`src/design/cal_pkg.sv`:
```
// Shared types and codes for the compacting array list.
package cal_pkg;

  typedef enum logic [2:0] {
    REQ_APPEND     = 3'd0,
    REQ_OVERWRITE  = 3'd1,
    REQ_READ       = 3'd2,
    REQ_REMOVE_IDX = 3'd3,
    REQ_REMOVE_VAL = 3'd4,
    REQ_CLEAR      = 3'd5
  } req_e;

  typedef enum logic [1:0] {
    STAT_OK       = 2'd0,
    STAT_FULL     = 2'd1,
    STAT_BAD_IDX  = 2'd2,
    STAT_NOT_FOUND = 2'd3
  } status_e;

  typedef enum logic {
    ST_IDLE  = 1'b0,
    ST_SHIFT = 1'b1
  } state_e;

  // Broadcast controls seen by every cell of the chain.
  typedef struct packed {
    logic append;
    logic overwrite;
    logic shift_pos;
    logic shift_found;
  } cell_ctrl_t;

endpackage

```
`src/design/cal_cell.sv`:
```
// One list slot: holds a word, writes, shifts down from its upper neighbor, compares.
module cal_cell #(
  parameter int WIDTH = 32,
  parameter int IDX   = 0,
  parameter int CNTW  = 7,
  parameter int PW    = 7
) (
  input  logic                clk,
  input  cal_pkg::cell_ctrl_t ctrl,
  input  logic [PW-1:0]       pos,
  input  logic [CNTW-1:0]     count,
  input  logic [WIDTH-1:0]    val,
  input  logic [WIDTH-1:0]    upper,
  input  logic                ge,
  output logic [WIDTH-1:0]    word,
  output logic [WIDTH-1:0]    rd_word,
  output logic                eq
);

  localparam logic [PW-1:0]   MY_POS = PW'(IDX);
  localparam logic [CNTW-1:0] MY_CNT = CNTW'(IDX);

  always_ff @(posedge clk) begin
    if ((ctrl.append && count == MY_CNT) || (ctrl.overwrite && pos == MY_POS)) begin
      word <= val;
    end else if ((ctrl.shift_pos && pos <= MY_POS) || (ctrl.shift_found && ge)) begin
      // close the gap: take the word from the slot above
      word <= upper;
    end
  end

  assign rd_word = (pos == MY_POS) ? word : '0;
  assign eq      = (word == val) && (MY_CNT < count);

endmodule

```
`config.mk`:
```
export PLATFORM = sky130hd
export DESIGN_NAME = cal_cell
export DESIGN_NICKNAME = d
export VERILOG_FILES = /design/src/design/cal_pkg.sv /design/src/design/cal_cell.sv
export SDC_FILE = /design/constraint.sdc
export NUM_CORES = 1
export LEC_CHECK = 0
export ABC_AREA = 1
export BUFFER_PORTS_ARGS = -buffer_cell sky130_fd_sc_hd__buf_2
export CORE_MARGIN = 5
export CORE_UTILIZATION = 42
export DETAILED_ROUTE_END_ITERATION = 16
export PLACE_DENSITY = 0.78
export SLEW_MARGIN = 25
export SYNTH_ARGS = -nofsm -noshare
export SYNTH_HDL_FRONTEND = slang
export SYNTH_SLANG_ARGS = --single-unit
```
`constraint.sdc`:
```
create_clock -name clk -period 2.95 [get_ports clk]
set_clock_uncertainty 0.05 [all_clocks]
set_input_delay 0.295 -clock clk [delete_from_list [all_inputs] [get_ports clk]]
set_output_delay 0.295 -clock clk [all_outputs]
set_load 0.02 [all_outputs]
```
==> impl_results.md, run 1 <==
- RSZ-0062 raised after global routing: false
- MaxCap Viol Count: 0
- Final Non-Filler Cells: 557
- Cell total after placement: 550
- Overflow after GRT: 0
- Critical-path cell list: buf_2 -> nor2_1 -> nand2_1 -> nor2_2 -> clkinv_1 -> nor2_1 -> buf_2
- Chip width: 83.2 µm
- Initial antenna violation count: 0
- Syn Area/Cell: 6.62 µm²
- Buffers on Ports: 148
- Sequential area share after synthesis: 42.7%
- Peak fanout along the critical path: 32
- Leak Pwr: 0.00188 µW
- CTS sink cnt: 32
- Worst setup margin: 0.506 ns
- Max H-tree Level: 2
- Rows: 26
- Largest family of logic cells by synthesized area: simple AND/OR/NAND/NOR gates
- Post-CTS setup repair buffer count: 0
- Critical path class: primary input to output port
- Slew headroom: 37.2%
- Clock Root Buffer: clkbuf_8
- Max reg flops: 32
- Post-place setup slack: 0.697 ns
- Footprint of the multi-input gates: 0.00103 mm²
- Largest Register: word
- Core Area: 0.00517 mm²
- Final Max Slew Viols: 0
- Hpwl dp: 5.30 mm
- Post-synthesis mux area share: 0%
- Crit start category: primary input
- Final period util: 82.9%
- DRC Markers: 0
- Clock slew at reported path FFs: 0.07 ns
- Maximum clock insertion buffer count: 2
- Worst Tran Pin Value: 0.936 ns
- CP arrival: 2.10 ns
- Status: finished, final reports clean
- Post-Synth Simple-Gate Area: 40.8%
- Pwr dens: 369 mW/mm²
- Layout cells sized above 1: 33.9%
- Slowest CP cell: clkinv_1
- First-pass GRT wire length: 10.8 mm
- Syn nets: 424
- Post-synthesis xor/xnor area fraction: 4.67%
- Via-per-instance ratio: 4.42
- CTS tree: built
- Cells after Synth: 340
- Compound-Gate Fraction of Synth Area: 0%
- Post-CTS sizing: 0
- WL/cell: 11.9 µm
- Synth Cell Area: 0.00225 mm²
- CP delay by family, top: buffers and inverters
- Vias in the first global route: 2374
- Hold Path Class: primary input to flip-flop
- Final worst path period need: 2.44 ns
- Fin nets: 571
- Vias: 2460
- Worst setup EP type: output port
- Fin. Hold Viols: 0
- Commonest non-fill, non-tap cell in the layout: nand2_1
- Worst path max stage delay: 0.78 ns
- Post-synthesis register bit count: 32
- Antenna-violating nets left: 0
- I/O pin total: 149
- Synth cell types: 17
- Initial Util: 43.5%
- Total length of routed wires: 6.64 mm
- All-Layer GR Usage: 18.9%
- Inserted Diodes: 0
- Max Fclk: 409 MHz
- Die area: 0.00693 mm²
- Hold Buf Count CTS: 0
- Final setup viols: 0
- Worst path bufs/invs: 3
- Worst path required time: 2.61 ns
- Routability cong.: 0.856
- Fin util: 60.0%
- Adder-cell share of the synthesized area: 0%
- Most frequent cells in the layout: nand2_1 (168), buf_2 (148), nor2_1 (54), inv_1 (51), edfxtp_1 (32)
- Die Y: 83.2 µm
- Biggest registers after layout: word x32
- Detailed Routing Iterations Pass 1: 4
- CTS Buf Count: 5
- Pin count of the biggest net entering global routing: 34
- Layout area overhead: 37.8%
- WHS: 0.226 ns
- Seq. cell area: 961 µm²
- Yosys warns: 0
- Initial DRC count: 93
- Maximum VDD drop: 0.218 mV
- Total negative slack: 0 ns
- Fill cells: 516
==> area by class of cell <==
class / instances / share of cell area [%]
clock buffer: 6 / 2.34
clock inverter: 1 / 0.161
inverter: 53 / 6.41
multi-input combinational: 246 / 33.2
sequential: 32 / 31.0
tap: 70 / 2.82
timing repair buffer: 149 / 24.1
==> metal layers <==
| metal | up-vias | track usage, % | wire length, µm |
|---|---|---|---|
| li1 | 1292 | - | - |
| met1 | 1065 | 22.8 | 2730 |
| met2 | 101 | 33.5 | 3310 |
| met3 | 2 | 5.64 | 584 |
| met4 | 0 | 3.12 | 15 |
| met5 | - | 0 | 0 |
==> power breakdown <==
part	total (µW)	internal, µW	leakage (µW)	switching [µW]
sequential	569	543	0.000301	26.6
combinational	268	110	0.00154	158
clock	307	160	0.0000410	147
==> through the flow <==
step / area [µm²] / power, µW
2_1_floorplan: 2250 / 722
3_3_place_gp: 3030 / 842
3_5_place_dp: 3030 / 849
4_1_cts: 3100 / 1160
5_1_grt: 3100 / 1220
6_report: 3100 / 1140
==> synth_stat cells <==
cell type | count | area [µm²]
buf_6 | 3 | 33.8
nor3_2 | 1 | 10.0
inv_1 | 52 | 195
xor2_1 | 1 | 8.76
edfxtp_1 | 32 | 961
nor2b_4 | 1 | 13.8
nor2_1 | 54 | 203
or2_2 | 2 | 12.5
buf_4 | 3 | 22.5
nand2_4 | 1 | 11.3
nand2_1 | 168 | 631
clkbuf_1 | 3 | 11.3
nand2_2 | 2 | 12.5
inv_2 | 1 | 3.75
xnor2_1 | 11 | 96.3
nand3_1 | 4 | 20.0
nor2_2 | 1 | 6.26
==> logic make-up (layout without fill, tap and decap cells) <==
| kind of cell | after synthesis | count (layout) |
|---|---|---|
| xor+xnor | 12 | 12 |
| flops | 32 | 32 |
| simple gates | 234 | 234 |
| buf+inv | 62 | 209 |
==> path summary, 6_finish.rpt <==
check | startpoint | endpoint | slack, ns | depth (start not counted)
worst max-delay path | pos[0] | rd_word[8] | 0.51 | 7
worst min-delay path | upper[17] | word[17] | 0.23 | 3
(Power assumes the default switching activity.)
==> inputs of run 2 (changes only) <==
--- a/config.mk
+++ b/config.mk
@@ -5,12 +5,12 @@
 export SDC_FILE = /design/constraint.sdc
 export NUM_CORES = 1
 export LEC_CHECK = 0
-export ABC_AREA = 1
+export ABC_AREA = 0
 export BUFFER_PORTS_ARGS = -buffer_cell sky130_fd_sc_hd__buf_2
 export CORE_MARGIN = 5
-export CORE_UTILIZATION = 42
+export CORE_UTILIZATION = 38
 export DETAILED_ROUTE_END_ITERATION = 16
-export PLACE_DENSITY = 0.78
+export PLACE_DENSITY = 0.76
 export SLEW_MARGIN = 25
 export SYNTH_ARGS = -nofsm -noshare
 export SYNTH_HDL_FRONTEND = slang
==> constraint.sdc (replaced) <==
create_clock -name clk -period 2.05 [get_ports clk]
set_clock_uncertainty 0.05 [all_clocks]
set_input_delay 0.205 -clock clk [delete_from_list [all_inputs] [get_ports clk]]
set_output_delay 0.205 -clock clk [all_outputs]
set_load 0.02 [all_outputs]
==> run 2 against run 1 <==
The run now ends with setup timing left. Synthesized area down 5.4%. Routed wire length down 18%. Worst setup slack worse by 0.54 ns. Critical path depth down 2. Cell area about the same. Synthesized cell count down 55%. First-iteration DRC count down 48%. Global-route usage down 4.1 points. Critical path type is now flip-flop to output port.
==> impl_results.md, run 2 <==
- Top cell type's share of synthesized area: 45.1%
- Fin. Hold Viols: 0
- Synth area leader: edfxtp_1
- Hold Buf Count CTS: 0
- Cell types occupying the most area after synthesis: edfxtp_1 (45%), mux2_4 (20%), xor2_1 (12%)
- Cells after Synth: 152
- Layout cells sized above 1: 66.4%
- Commonest non-fill, non-tap cell in the layout: buf_2
- Detailed Routing Iterations Pass 1: 4
- CP delay by family, top: simple AND/OR/NAND/NOR gates
- Failing checks: setup timing
- CTS Buf Count: 5
- Layout area overhead: 45.7%
- Rows: 27
- Total power: 1640 µW
- Synth Cell Area: 0.00213 mm²
- I/O pin total: 149
- Pin count of the biggest net entering global routing: 34
- Post-synthesis register bit count: 32
- Synth cell types: 18
- Final period util: 102%
- Initial antenna violation count: 0
- Chip width: 84.9 µm
- Total negative slack: -0.0312 ns
- CTS sink cnt: 32
- Hpwl dp: 4.56 mm
- Worst path bufs/invs: 1
- Maximum clock insertion buffer count: 2
- Die area: 0.00720 mm²
- Leak Pwr: 0.00148 µW
- EDFF count, synth: 32
- Synth async-reset ratio: 0%
- CTS tree: built
- Critical path class: flip-flop to output port
- RSZ-0062 raised after global routing: true
- Peak fanout along the critical path: 3
- Final Max Slew Viols: 0
- WHS: 0.172 ns
- Syn Area/Cell: 14.0 µm²
- Maximum VDD drop: 0.296 mV
- Worst Tran Pin Value: 0.302 ns
- Syn nets: 236
- Buffers on Ports: 148
- Post-place setup slack: -0.210 ns
- Inserted Diodes: 0
- First-pass GRT wire length: 8.47 mm
- Critical Path Stages: 5
- Initial Util: 38.9%
- Biggest registers after layout: word x32
- WHS Path Cells: 2
- CP arrival: 1.83 ns
- Clock Root Buffer: clkbuf_8
- DRC Markers: 0
- Slowest CP cell: edfxtp_1
- Pwr dens: 529 mW/mm²
- Clock slew at reported path FFs: 0.07 ns
- MaxCap Viol Count: 0
- Top cells by count, synth: edfxtp_1 (32), and2_1 (30), mux2_4 (29)
- Worst path required time: 1.79 ns
- Worst path max stage delay: 0.42 ns
- Most frequent cells in the layout: buf_2 (148), edfxtp_1 (32), and2_1 (30), mux2_4 (29), xor2_1 (28)
- Slew headroom: 79.7%
- Status: finished, violations left
- Max H-tree Level: 2
- Total length of routed wires: 5.46 mm
- All-Layer GR Usage: 14.8%
- Hold Path Class: primary input to flip-flop
- Max reg flops: 32
- Via-per-instance ratio: 4.52
- Ys flop type: edfxtp_1
- Cell with the most instances after synthesis: edfxtp_1
- Hold Path Sink: word[28]
- Overflow after GRT: 0
- Fin nets: 390
- Sequential area share after synthesis: 45.1%
- Max Fclk: 480 MHz
- Worst setup EP type: output port
- Fin util: 56.7%
- Vias in the first global route: 1787
- Core Area: 0.00547 mm²
- Final worst path period need: 2.08 ns
- Yosys warns: 0
- Largest Register: word
- Crit start category: flip-flop
- Worst setup margin: -0.0312 ns
- Die Y: 84.9 µm
- Hold Crit Start: upper[28]
- Critical-path cell list: xor2_1 -> nor4_2 -> nand4_1 -> nor4_1 -> buf_2
- Vias: 1712
- Initial DRC count: 48
- Routability cong.: 0.867
- WL/cell: 14.4 µm
- Antenna-violating nets left: 0
- Final setup viols: 1
-- run 2: cell types whose count changed after synthesis, moves of 7 or more --
cell / change
and2_1: +30
inv_1: -52
mux2_4: +29
nand2_1: -168
nor2_1: -54
nor4_1: +9
xnor2_1: -7
xor2_1: +27
-- run 2: timing repair --
| action | in CTS | in global routing |
|---|---|---|
| gates cloned | 0 | 0 |
| gates resized for setup | 3 | 3 |
| pin swaps | 3 | 0 |
| setup endpoints to repair | 1 | 65 |
| setup buffers | 1 | 0 |
-- run 2: worst max path at each step --
stage	start	to	slack [ns]
2_1_floorplan	pos[2]	word[0]	-0.12
3_3_place_gp	count[3]	word[11]	-0.18
3_5_place_dp	count[3]	word[10]	-0.21
4_1_cts	word[25]	eq	-0.04
5_1_grt	word[22]	eq	-0.14
6_report	word[23]	eq	-0.03
-- run 2: kinds of logic (layout without fill, tap and decap cells) --
logic type | Yosys count | in the layout | synth area share, %
flops | 32 | 32 | 45.1
buf+inv | 7 | 162 | 3.88
mux | 32 | 32 | 22.0
xor+xnor | 32 | 32 | 13.2
simple gates | 47 | 47 | 14.9
compound gates | 2 | 2 | 0.940
-- run 2: through the flow --
stage	area [µm²]	cells
after floorplan	2140	152
after global placement	2980	370
after detailed placement	2980	370
after CTS	3090	379
after global routing	3100	379
final	3100	379
-- run 2: power by group --
| part | switching, µW | internal (µW) | leakage, µW |
|---|---|---|---|
| sequential | 38.4 | 779 | 0.000301 |
| clock | 228 | 230 | 0.0000453 |
| combinational | 179 | 185 | 0.00114 |
| total | 445 | 1190 | 0.00148 |
-- run 2: layout make-up --
type	count	area, µm²
Clock buffer	5	68.8
Clock inverter	3	13.8
Fill cell	495	2370
Multi-Input combinational cell	113	1130
Sequential cell	32	961
Tap cell	72	90.1
Timing Repair Buffer	154	840
-- run 2: layer usage --
| layer | GRT usage, % | vias up | wire, µm |
|---|---|---|---|
| li1 | - | 856 | - |
| met1 | 17.3 | 766 | 2070 |
| met2 | 26.1 | 84 | 2800 |
| met3 | 4.47 | 6 | 526 |
| met4 | 4.32 | 0 | 70 |
| met5 | 0 | - | 0 |
==> inputs of run 3 (changes only) <==
--- a/config.mk
+++ b/config.mk
@@ -6,7 +6,7 @@
 export NUM_CORES = 1
 export LEC_CHECK = 0
 export ABC_AREA = 0
-export BUFFER_PORTS_ARGS = -buffer_cell sky130_fd_sc_hd__buf_2
+export BUFFER_PORTS_ARGS = -buffer_cell sky130_fd_sc_hd__buf_4
 export CORE_MARGIN = 5
 export CORE_UTILIZATION = 38
 export DETAILED_ROUTE_END_ITERATION = 16
==> run 3 against run 2 <==
The flow still finishes with violations (setup timing). Total power grew 12%. Non-clock buffer count rose by 1. Sequential share of layout area down 3.6 points. Global-route usage rose by 1.0 points. Flip-flop and latch count stayed put. Highest routed layer unchanged.
==> impl_results.md, run 3 (synthesis gave the netlist of run 2 again) <==
- Hold Path Class: primary input to flip-flop
- Inserted Diodes: 0
- Slowest CP cell: edfxtp_1
- WHS: 0.176 ns
- Critical-path cell list: xor2_1 -> nor4_2 -> nand3_1 -> nor4_2 -> buf_4
- I/O pin total: 149
- Rows: 27
- Fill cells: 464
- Buffers on Ports: 148
- Vias in the first global route: 1922
- CTS sink cnt: 32
- Hpwl dp: 4.92 mm
- Max H-tree Level: 2
- WHS Path Cells: 2
- Failing checks: setup timing
- Initial antenna violation count: 0
- Footprint of the multi-input gates: 0.00113 mm²
- Antenna-violating nets left: 0
- WL/cell: 15.7 µm
- Pin count of the biggest net entering global routing: 34
- Worst setup EP type: output port
- CP arrival: 1.81 ns
- Vias: 1749
- First-pass GRT wire length: 9.15 mm
- Layout cells sized above 1: 66.6%
- Peak fanout along the critical path: 2
- Seq. cell area: 961 µm²
- Leak Pwr: 0.00159 µW
- Cell mode on critical path: nor4_2
- Detailed Routing Iterations Pass 1: 4
- Fin. Hold Viols: 0
- MaxCap Viol Count: 0
- Fin nets: 391
- Post-place setup slack: -0.232 ns
- Clock slew at reported path FFs: 0.07 ns
- Worst path required time: 1.79 ns
- Clock Root Buffer: clkbuf_8
- CTS tree: built
- Overflow after GRT: 0
- Hold Crit Start: upper[27]
- Max reg flops: 32
- Initial DRC count: 29
- Maximum clock insertion buffer count: 2
- Initial Util: 38.9%
- Die area: 0.00720 mm²
- Die Y: 84.9 µm
- Final period util: 100%
- Final worst path period need: 2.06 ns
- RSZ-0062 raised after global routing: true
- Routability cong.: 0.803
- Layout area overhead: 64.6%
- Worst Tran Pin Value: 0.309 ns
- Largest Register: word
- CTS Buf Count: 5
- Status: finished, violations left
- Hold Path Sink: word[27]
- Final setup viols: 1
- Worst setup margin: -0.0102 ns
- Maximum VDD drop: 0.311 mV
- Pwr dens: 524 mW/mm²
- Most frequent cells in the layout: buf_4 (151), edfxtp_1 (32), and2_1 (30), mux2_4 (29), xor2_1 (28)
- Critical path class: flip-flop to output port
- Total length of routed wires: 5.96 mm
- Via-per-instance ratio: 4.60
- Core Area: 0.00547 mm²
- DRC Markers: 0
- Hold Buf Count CTS: 0
- Final Max Slew Viols: 0
- Slew headroom: 79.2%
- Crit start category: flip-flop
- Biggest registers after layout: word x32
- Worst path max stage delay: 0.41 ns
- Chip width: 84.9 µm
- Commonest non-fill, non-tap cell in the layout: buf_4
- All-Layer GR Usage: 15.8%
- Max Fclk: 485 MHz
run 3: metrics by stage:
stage / utilization (%) / instance area, µm² / instances / TNS (ns) / total power [µW]
after floorplan: - / 2140 / 152 / -3.89 / 1010
after global placement: 61.3 / 3350 / 371 / -10.94 / 1260
after detailed placement: 61.3 / 3350 / 371 / -12.21 / 1270
after CTS: 63.9 / 3500 / 380 / -0.0258 / 1850
after global routing: 64.1 / 3510 / 380 / -0.132 / 1920
final: 64.1 / 3510 / 380 / -0.0102 / 1840
run 3: worst max-delay path: cells and delay by family (launching register included):
kind	cells	cell delay, ns
XOR/XNOR	1	0.17
flip-flops	1	0.41
AND/OR/NAND/NOR	3	0.78
buffers and inverters	1	0.18
run 3: final cells by class:
type | instances | share of cell area [%]
clock buffers | 5 | 1.96
well taps | 72 | 2.57
multi-input cells | 113 | 32.4
clock inverters | 3 | 1.07
flip-flops and latches | 32 | 27.4
repair buffers | 155 | 34.6
run 3: layer usage:
layer	GRT usage (%)	wire length (µm)	up-vias
met3	4.27	471	5
met1	17.7	2270	810
met5	0	0	-
met2	29.7	3160	77
li1	-	-	857
met4	3.88	57	0
run 3: how the worst max path moves through the flow:
stage	startpoint	end	slack (ns)	cells past startpoint
after CTS	word[25]	eq	-0.03	5
after floorplan	pos[2]	word[0]	-0.12	6
after global routing	word[25]	eq	-0.13	5
final	word[25]	eq	-0.01	5
after global placement	count[3]	word[3]	-0.22	7
after detailed placement	count[3]	word[7]	-0.23	7
run 3: report_power, final:
| part | internal [µW] | switching, µW | leakage, µW |
|---|---|---|---|
| Sequential | 779 | 41.5 | 0.000301 |
| Clock | 354 | 225 | 0.0000532 |
| Combinational | 256 | 184 | 0.00124 |
| Total | 1390 | 450 | 0.00159 |
run 3: timing repair:
item                                    4_1_cts  5_1_grt
buffers inserted                              1        0
pin swaps                                     2        1
endpoints found under the setup margin        1       49
resized for setup                             5        1
gates cloned                                  0        0
